[src/pwad_pkg.sv]
`timescale 1ns / 1ps
// shared types, widths, reset values and fixed-point helpers for the pid block
// no dependencies; imported by every other file of the block

package pwad_pkg;

   // field and datapath widths
   localparam int GAIN_W    = 24;
   localparam int ERR_W     = 16;
   localparam int DRIVE_W   = 8;
   localparam int CSR_IDX_W = 3;
   localparam int Q_FRAC    = 16;
   localparam int DIFF_W    = ERR_W + 2;
   localparam int PROD_W    = GAIN_W + 1 + DIFF_W;
   localparam int ACC_W     = PROD_W + 1;
   localparam int TRUNC_W   = ACC_W - Q_FRAC;
   localparam int DIV_DIGIT_BITS = 4;

   // default sizing
   localparam int HISTORY_LEN_DEF = 5;
   localparam int AXES_DEF        = 2;

   // register reset values, unsigned q8.16
   localparam logic [GAIN_W-1:0] PROP_GAIN_RST  = 24'd65536;
   localparam logic [GAIN_W-1:0] AX0_INT_RST    = 24'd0;
   localparam logic [GAIN_W-1:0] AX0_DER_RST    = 24'd0;
   localparam logic [GAIN_W-1:0] AX1_INT_RST    = 24'd32768;
   localparam logic [GAIN_W-1:0] AX1_DER_RST    = 24'd59;
   localparam logic [GAIN_W-1:0] STEP_TIME_RST  = 24'd1842;
   localparam logic [GAIN_W-1:0] STEP_RATE_RST  = 24'd2332240;

   // saturation and drive limits
   localparam logic signed [TRUNC_W-1:0] SAT_HI   = TRUNC_W'(32767);
   localparam logic signed [TRUNC_W-1:0] SAT_LO   = -TRUNC_W'(32768);
   localparam logic signed [TRUNC_W-1:0] DRIVE_HI = TRUNC_W'(127);
   localparam logic signed [TRUNC_W-1:0] DRIVE_LO = -TRUNC_W'(128);
   localparam logic [DRIVE_W-1:0]        DRIVE_ZERO = 8'd128;

   // register indexes
   typedef enum logic [CSR_IDX_W-1:0] {
      CSR_PROP_GAIN = 3'd0,
      CSR_AX0_INT   = 3'd1,
      CSR_AX0_DER   = 3'd2,
      CSR_AX1_INT   = 3'd3,
      CSR_AX1_DER   = 3'd4,
      CSR_STEP_TIME = 3'd5,
      CSR_STEP_RATE = 3'd6
   } csr_idx_type;

   // memory access strobes from the sequencer to the axis store
   typedef struct packed {
      logic st_rd;
      logic st_wr;
      logic hist_rd;
      logic hist_wr;
   } mem_ctrl_type;

   // divider controls
   typedef struct packed {
      logic start;
      logic step;
   } div_ctrl_type;

   // divide by 65536 with truncation toward zero
   function automatic logic signed [TRUNC_W-1:0] trunc_q16(input logic signed [ACC_W-1:0] x);
      logic signed [TRUNC_W-1:0] q;
      q = x[ACC_W-1:Q_FRAC];
      if (x[ACC_W-1] && (x[Q_FRAC-1:0] != '0)) begin
         q = q + TRUNC_W'(1);
      end
      return q;
   endfunction

   // clamp to 16 bit signed
   function automatic logic signed [ERR_W-1:0] sat16(input logic signed [TRUNC_W-1:0] v);
      logic signed [TRUNC_W-1:0] c;
      c = v;
      if (v > SAT_HI) begin
         c = SAT_HI;
      end else if (v < SAT_LO) begin
         c = SAT_LO;
      end
      return c[ERR_W-1:0];
   endfunction

   // clamp to -128..127 and offset by 128
   function automatic logic [DRIVE_W-1:0] to_drive(input logic signed [TRUNC_W-1:0] v);
      logic signed [TRUNC_W-1:0] c;
      c = v;
      if (v > DRIVE_HI) begin
         c = DRIVE_HI;
      end else if (v < DRIVE_LO) begin
         c = DRIVE_LO;
      end
      return {~c[DRIVE_W-1], c[DRIVE_W-2:0]};
   endfunction

endpackage

[src/pwad_mul.sv]
`timescale 1ns / 1ps
// shared multiplier: unsigned q8.16 gain times a signed operand, product registered
// depends on pwad_pkg

module pwad_mul import pwad_pkg::*; (
   input  logic                     clock,
   input  logic                     en,
   input  logic [GAIN_W-1:0]        a,
   input  logic signed [DIFF_W-1:0] b,
   output logic signed [PROD_W-1:0] prod
);

   logic signed [PROD_W-1:0] prod_ff;

   // 25 x 18 signed product, one per cycle while en is high
   always_ff @(posedge clock) begin
      if (en) begin
         prod_ff <= $signed({1'b0, a}) * b;
      end
   end

   assign prod = prod_ff;

endmodule

[config.mk]
export PLATFORM = sky130hd
export DESIGN_NAME = pwad_mul
export DESIGN_NICKNAME = d
export VERILOG_FILES = /design/src/pwad_pkg.sv /design/src/pwad_mul.sv
export SDC_FILE = /design/constraint.sdc
export NUM_CORES = 1
export LEC_CHECK = 0
export BUFFER_PORTS_ARGS = -buffer_cell sky130_fd_sc_hd__buf_2
export CORE_MARGIN = 4
export CORE_UTILIZATION = 25
export DETAILED_ROUTE_END_ITERATION = 6
export REMOVE_ABC_BUFFERS = 1
export SYNTH_ARGS = -nofsm -noshare
export SYNTH_HDL_FRONTEND = slang
export SYNTH_SLANG_ARGS = --single-unit
[constraint.sdc]
create_clock -name clock -period 11.4 [get_ports clock]
set_input_delay 2.28 -clock clock [delete_from_list [all_inputs] [get_ports clock]]
set_output_delay 2.28 -clock clock [all_outputs]
set_load 0.01 [all_outputs]
### Word-level counts from Yosys, hierarchy flattened

Cells that the tools add are included.

* register bits after elaboration: 43
* input bits: 44
* output and inout bits: 43

* multipliers: 1

Operators by type and width (number)
* $mul A25 B18 Y43: 1

### Depth between registers and ports, before layout

Gate-level depths: netlist (run 1).

* depth in word-level cells: 1
* depth in mapped cells: 24

### Worst setup path before layout (run 1)

Ideal clock, no wire load.

* path type: in2reg
* start point: in a[7]
* end point: reg prod_ff[37], in the netlist prod[37], data pin
* library setup time: 263 ps
* data arrival time: 7706 ps
* required time: 11137 ps
* path slack: 3431 ps
* cell stages on the path: 22
* cells stage by stage: clkbuf_1 > clkbuf_1 > nand2_1 > fa_1 > inv_1 > fa_1 > inv_1 > fa_1 > inv_1 > fa_1 > fa_1 > inv_1 > fa_1 > inv_1 > ha_1 > a21oi_1 > inv_1 > o41ai_4 > o21ai_2 > o31a_1 > a31oi_1 > xnor2_1

* cells in the longest elaborated chain, start to end: 1

RTL lines
* start, declared: RTL line pwad_mul.sv:8 `input logic [GAIN_W-1:0] a,`
* $mul A25 B18 Y43: RTL line pwad_mul.sv:18 `prod_ff <= $signed({1'b0, a}) * b;`
* end signal, assigned: RTL line pwad_mul.sv:18
* end, declared: RTL line pwad_mul.sv:13 `logic signed [PROD_W-1:0] prod_ff;`

Every way passes these cells.
A chain may end at the register's enable or synchronous reset.

### Worst setup path in the final report (run 1)

* start point: in b[17]
* end point: reg prod_ff[40], in the netlist prod[40], data pin

* cells in the longest elaborated chain, start to end: 1

RTL lines
* start, declared: RTL line pwad_mul.sv:9 `input logic signed [DIFF_W-1:0] b,`
* $mul A25 B18 Y43: RTL line pwad_mul.sv:18

Every way passes these cells.

==> results_dict.tcl, run 1 <==
set metrics [dict create \
    status "finished clean" \
    hold_buffers 0 \
    crit_arrival_ns 8.43 \
    totalWireLength_um 40000 \
    drv_slew 0 \
    holdCritPathClass "in2reg" \
    cts_resized 0 \
    hpwl_um 32400 \
    synth_area_leaders "fa_1 (45%), ha_1 (12%), inv_1 (11%)" \
    die_w_um 258 \
    antenna_found_initial 2 \
    cpLargestDelayFamily "adder cells" \
    slowest_stage "fa_1" \
    cts_sinks 43 \
    nFillCells 6607 \
    coreArea_mm2 0.0618 \
    root_buffer "clkbuf_16" \
    syn_area_per_cell_um2 9.08 \
    fin_nets 2280 \
    drtIter0Drc 559 \
    rsz0062_at_grt "no" \
    finalSetupViolCount 0 \
    syn_area_mm2 0.0156 \
    first_global_vias 12554 \
    first_pass_iters 5 \
    synthDistinctLibCells 44 \
    cts_setup_buffers 0 \
    max_stage_delay_ns 0.52 \
    vias 11379 \
    post-synth-top-count-cell "inv_1" \
    start_kind "input pin" \
    yosys-top-cells-count "inv_1 (440), fa_1 (352), nand2_1 (270)" \
    grt_pass1_wl_um 65900 \
    clkSlewWorstSetupHoldPaths_ns 0.07 \
    finalCriticalPeriod_ns 8.39 \
    layout-drive-gt1-share 0.0580 \
    netlist_instances 1721 \
    place_ws_ns 2.80 \
    drc_errors 0 \
    slew_headroom 0.289 \
    portBuffers 86 \
    max_slew.worst_pin.slew_ns 1.07 \
    cp_num_buf_inv 4 \
    maxCapViolCount 0 \
    core.rowCount 91 \
    area_growth_syn_to_layout_pct 8.59 \
    critical_path.cell_chain "buf_2 -> inv_1 -> nor2_1 -> fa_1 -> fa_1 -> fa_1 -> fa_1 -> fa_1 -> inv_1 -> fa_1 -> inv_1 -> ha_1 -> a21oi_1 -> o21ai_1 -> a21oi_1 -> nor3_1 -> a21oi_1 -> o21ai_1 -> a311oi_1 -> xnor2_1" \
    worstHoldStart "a[0]" \
    largest_reg_flops 43 \
    cts_max_level 2 \
    gp_congestion 0.861 \
    setup_tns_ns 0 \
    cp.required_ns 11.44 \
    initial_core_util 0.253 \
    synth_seq_cells 43 \
    cp-startpoint "b[17]" \
    grt_overflow 0 \
    io_pins 87 \
    post-route-period-util 0.736 \
    grt.total_usage 0.122 \
    synth-edff-count 43 \
    via_per_inst 4.41 \
    yosys.area.top_type_share 0.451 \
    yosys.area.top_type "fa_1" \
    cp_common_cell "fa_1" \
    dieHeight_um 258 \
    antenna_left 0 \
    yosysSeqAreaShare 0.0827 \
    yosysWarnings 0 \
    async_reset_ff_frac 0 \
    dieArea_mm2 0.0665 \
    numCtsBuffers 5 \
    hold_slack_ns 2.55 \
    clockBufferDepth 2 \
    cts_tree "built" \
    setup_ws_ns 3.01 \
    cp-end-kind "flop" \
    hold_violations 0 \
    fmax_mhz 119 \
    critPathMaxFanout 16 \
    avgRoutedWirePerCell_um 15.5 \
    worstSetupPathType "in2reg" \
    ys.flop_type "edfxtp_1" \
    grt_max_degree 44 \
]
==> placed cells by master (no fill, tap or decap), types with 2 or more instances in the layout <==
cell type	synthesis	routed
a211oi_1	4	4
a21boi_1	2	2
a21o_1	18	18
a21oi_1	44	44
a21oi_2	2	2
a31oi_1	8	8
and2_1	166	166
and3_1	5	5
and4_1	2	2
buf_2	2	86
clkbuf_16	0	5
diode_2	0	3
edfxtp_1	43	43
fa_1	352	352
ha_1	145	145
inv_1	440	440
nand2_1	270	270
nand2b_1	10	10
nand3_1	3	3
nand4_1	8	8
nor2_1	27	27
nor2b_1	7	7
nor3_1	7	7
o21a_1	4	4
o21ai_0	15	15
o21ai_1	9	9
o21bai_1	2	2
xnor2_1	22	22
xor2_1	15	15
==> layer usage <==
layer  GRT usage  wire, um  up-vias
li1            -         -     5088
met1       0.158     16900     5914
met2       0.219     20300      322
met3      0.0167      1950       55
met4      0.0240       800        0
met5           0         0        -
==> metrics by stage <==
step | cell area, um2 | instances | util
global route | 17000 | 2577 | 0.274
floorplan | 15300 | 1646 | -
detailed placement | 16800 | 2569 | 0.272
global placement | 16800 | 2569 | 0.272
finish | 17000 | 2580 | 0.274
CTS | 17000 | 2577 | 0.274
==> cell families after synthesis <==
group / Yosys count / synth area share
flip-flops: 43 / 0.0827
XOR/XNOR: 37 / 0.0207
adder cells (fa/ha/maj): 497 / 0.567
AND/OR/NAND/NOR: 508 / 0.156
AO/OA/AOI/OAI: 121 / 0.0496
buffers and inverters: 515 / 0.124
==> cell type report <==
type,instances,area [um2],area share
clock inverter,2,12.5,0.000738
clock buffer,6,129,0.00760
sequential,43,1290,0.0761
multi-input combinational,1163,12400,0.731
timing repair buffer,86,430,0.0254
tap,837,1050,0.0617
antenna,3,7.51,0.000443
inverter,440,1650,0.0974
==> worst paths after layout <==
kind,slack [ns],to,cells past startpoint
worst max-delay path,3.01,prod[40]$_DFFE_PP_,20
worst min-delay path,2.55,prod[0]$_DFFE_PP_,2
Power of run 1 is not shown: default switching activity piles up to over one toggle a cycle in this logic, so the estimate is an artifact.
==> inputs of run 2 (changes only) <==
- clock period: 11.4 -> 7.9 ns (I/O delays scaled with it)
==> results_dict.tcl, run 2 (synthesized netlist as in run 1, its figures left out) <==
set metrics [dict create \
    drv_slew 0 \
    max_slew.worst_pin.slew_ns 1.07 \
    finalSetupViolCount 0 \
    final_common_cell "inv_1" \
    hold_path_depth 2 \
    grt_overflow 0 \
    die_w_um 258 \
    slew_headroom 0.285 \
    coreArea_mm2 0.0618 \
    worstHoldStart "a[0]" \
    start_kind "input pin" \
    critPathMaxFanout 24 \
    setup_ws_ns 0.411 \
    mostFrequentLayoutCells "inv_1 (440), fa_1 (352), nand2_1 (270), and2_1 (166), ha_1 (145)" \
    place_ws_ns 0.197 \
    first_pass_iters 5 \
    hold_buffers 0 \
    clockBufferDepth 2 \
    io_pins 87 \
    layout-drive-gt1-share 0.0782 \
    maxCapViolCount 0 \
    root_buffer "clkbuf_16" \
    cp.required_ns 7.96 \
    initial_core_util 0.253 \
    dieArea_mm2 0.0665 \
    cts_max_level 2 \
    rsz0062_at_grt "no" \
    gp_congestion 0.853 \
    vias 11558 \
    totalWireLength_um 41200 \
    cts_sinks 43 \
    avgRoutedWirePerCell_um 15.7 \
    numCtsBuffers 5 \
    cts_resized 0 \
    hpwl_um 35400 \
    fmax_mhz 134 \
    dieHeight_um 258 \
    fin_nets 2318 \
    core.rowCount 91 \
    cp-end-kind "flop" \
    grt_pass1_wl_um 68200 \
    area_growth_syn_to_layout_pct 10.6 \
    nFillCells 6622 \
    portBuffers 86 \
    antenna_found_initial 3 \
    hold_path_end "prod[0]$_DFFE_PP_" \
    clkSlewWorstSetupHoldPaths_ns 0.07 \
    status "finished clean" \
    cts_setup_buffers 0 \
    slowest_stage "fa_1" \
    holdCritPathClass "in2reg" \
    finalCriticalPeriod_ns 7.49 \
    crit_arrival_ns 7.55 \
    largest_reg_flops 43 \
    antenna_left 0 \
    grt.total_usage 0.127 \
    post-route-period-util 0.948 \
    drtIter0Drc 675 \
    via_per_inst 4.41 \
    max_stage_delay_ns 0.53 \
    cts_tree "built" \
    hold_violations 0 \
    grt_max_degree 44 \
    setup_tns_ns 0 \
    worstSetupPathType "in2reg" \
    drc_errors 0 \
    first_global_vias 13048 \
    critical_path.cell_chain "buf_2 -> and2_1 -> fa_1 -> inv_1 -> fa_1 -> inv_1 -> fa_1 -> inv_1 -> fa_1 -> inv_1 -> fa_1 -> inv_1 -> fa_1 -> inv_1 -> ha_1 -> o21ai_0 -> a21oi_1 -> o22ai_1 -> a31oi_2 -> a211oi_1 -> buf_4 -> o31ai_2 -> nand4_1 -> and3b_1" \
]
## run 2: cell count changes in the layout (fill, tap and decap cells not counted), sizes merged
cell	before	now
buf	86	124
clkbuf	6	5
clkinv	1	2
## run 2: how the worst max path moves through the flow
stage / startpoint / end / cells after the start
6_report: b[7] / prod[42]$_DFFE_PP_ / 24
4_1_cts: b[7] / prod[42]$_DFFE_PP_ / 24
3_5_place_dp: b[7] / prod[42]$_DFFE_PP_ / 24
5_1_grt: b[7] / prod[42]$_DFFE_PP_ / 24
3_3_place_gp: b[10] / prod[42]$_DFFE_PP_ / 22
2_1_floorplan: b[3] / prod[42]$_DFFE_PP_ / 22
## run 2: critical path: cells and delay by family
kind | cells | cell delay, ns
buffers and inverters | 8 | 0.73
AND/OR/NAND/NOR | 3 | 0.60
adder cells (fa/ha/maj) | 7 | 3.35
AO/OA/AOI/OAI | 6 | 1.28
## run 2: area by class of cell
class	instances	area, um2	area share
diodes	3	7.51	0.000435
clock buffers	5	125	0.00724
clock inverters	3	20.0	0.00116
inverters	440	1650	0.0956
multi-input cells	1163	12400	0.717
flip-flops and latches	43	1290	0.0747
well taps	837	1050	0.0606
repair buffers	124	741	0.0429
## run 2: per-stage QoR
step	hold slack [ns]	instances	util	area [um2]
final	1.85	2618	0.279	17300
after global routing	1.87	2616	0.279	17300
after detailed placement	1.99	2607	0.277	17100
after global placement	1.99	2607	0.277	17100
after floorplan	1.69	1646	-	15300
after CTS	1.84	2615	0.279	17300
## run 2: layer usage
metal  vias up  wire, um  global-route usage  part of all wire
met2       343     20800               0.220              0.50
met5         -         0                   0                 0
li1       5154         -                   -                 -
met3        69      2450              0.0272             0.059
met4         0      1190              0.0348             0.029
met1      5992     16800               0.159              0.41
Power of run 2 is left out for the same reason.
==> inputs of run 3 (changes only) <==
- RECOVER_POWER: unset -> 25
==> results_dict.tcl, run 3 (synthesized netlist as in run 1, its figures left out) <==
set metrics [dict create \
    status "finished clean" \
    largest_reg_flops 43 \
    drv_slew 0 \
    cts_setup_buffers 0 \
    setup_ws_ns 0.406 \
    cts_max_level 2 \
    final_common_cell "inv_1" \
    vias 11577 \
    die_w_um 258 \
    clkSlewWorstSetupHoldPaths_ns 0.07 \
    avgRoutedWirePerCell_um 15.7 \
    start_kind "input pin" \
    root_buffer "clkbuf_16" \
    coreArea_mm2 0.0618 \
    via_per_inst 4.42 \
    fmax_mhz 133 \
    grt.total_usage 0.127 \
    first_global_vias 13048 \
    drc_errors 0 \
    cp_num_buf_inv 8 \
    worstHoldStart "a[0]" \
    cpLargestDelayFamily "adder cells" \
    maxCapViolCount 0 \
    gp_congestion 0.853 \
    cts_tree "built" \
    drtIter0Drc 637 \
    slowest_stage "fa_1" \
    grt_pass1_wl_um 68200 \
    holdCritPathClass "in2reg" \
    numCtsBuffers 5 \
    slew_headroom 0.283 \
    clockBufferDepth 2 \
    grt_overflow 0 \
    grt_max_degree 44 \
    antenna_left 0 \
    antenna_found_initial 3 \
    rsz0062_at_grt "no" \
    setup_tns_ns 0 \
    core.rowCount 91 \
    dieArea_mm2 0.0665 \
    max_slew.worst_pin.slew_ns 1.08 \
    cts_resized 0 \
    portBuffers 86 \
    cp-startpoint "b[7]" \
    hold_violations 0 \
    final_util 0.279 \
    finalSetupViolCount 0 \
    finalCriticalPeriod_ns 7.49 \
    place_ws_ns 0.197 \
    area_growth_syn_to_layout_pct 10.3 \
    dieHeight_um 258 \
    critical_path.cell_chain "buf_2 -> and2_1 -> fa_1 -> inv_1 -> fa_1 -> inv_1 -> fa_1 -> inv_1 -> fa_1 -> inv_1 -> fa_1 -> inv_1 -> fa_1 -> inv_1 -> ha_1 -> o21ai_0 -> a21oi_1 -> o22ai_1 -> a31oi_2 -> a211oi_1 -> buf_4 -> o31ai_2 -> nand4_1 -> and3b_1" \
    first_pass_iters 5 \
    post-route-period-util 0.949 \
    io_pins 87 \
    cp-end-kind "flop" \
    hold_buffers 0 \
    layout-drive-gt1-share 0.0607 \
    initial_core_util 0.253 \
    fin_nets 2318 \
    max_stage_delay_ns 0.53 \
    crit_arrival_ns 7.55 \
    critPathMaxFanout 24 \
    cp.required_ns 7.96 \
    cts_sinks 43 \
    totalWireLength_um 41200 \
    worstSetupPathType "in2reg" \
    mostFrequentLayoutCells "inv_1 (440), fa_1 (352), nand2_1 (270), and2_1 (166), ha_1 (145)" \
    hpwl_um 35400 \
]
-- run 3: layout make-up --
type,count,area (um2)
timing repair buffer,124,702
fill,6633,44600
clock inverter,3,20.0
clock buffer,5,125
multi-input combinational,1163,12400
antenna,2,5.00
inverter,440,1650
tap,837,1050
sequential,43,1290
-- run 3: path summary, 6_finish.rpt --
path | cells after the start | slack [ns] | end
setup / recovery | 24 | 0.41 | prod[42]$_DFFE_PP_
hold / removal | 2 | 1.85 | prod[0]$_DFFE_PP_
-- run 3: per-stage QoR --
stage          hold slack [ns]  instance area, um2  cells
2_1_floorplan             1.69               15300   1646
3_3_place_gp              1.99               17100   2607
3_5_place_dp              1.99               17100   2607
4_1_cts                   1.84               17300   2615
5_1_grt                   1.87               17200   2616
6_report                  1.85               17200   2617
-- run 3: layer usage --
| metal | share of wire | vias up | global-route usage |
|---|---|---|---|
| met5 | 0 | - | 0 |
| met4 | 0.029 | 0 | 0.0348 |
| met3 | 0.063 | 68 | 0.0272 |
| met2 | 0.50 | 371 | 0.220 |
| met1 | 0.40 | 5989 | 0.159 |
| li1 | - | 5149 | - |
Power of run 3 is left out for the same reason.
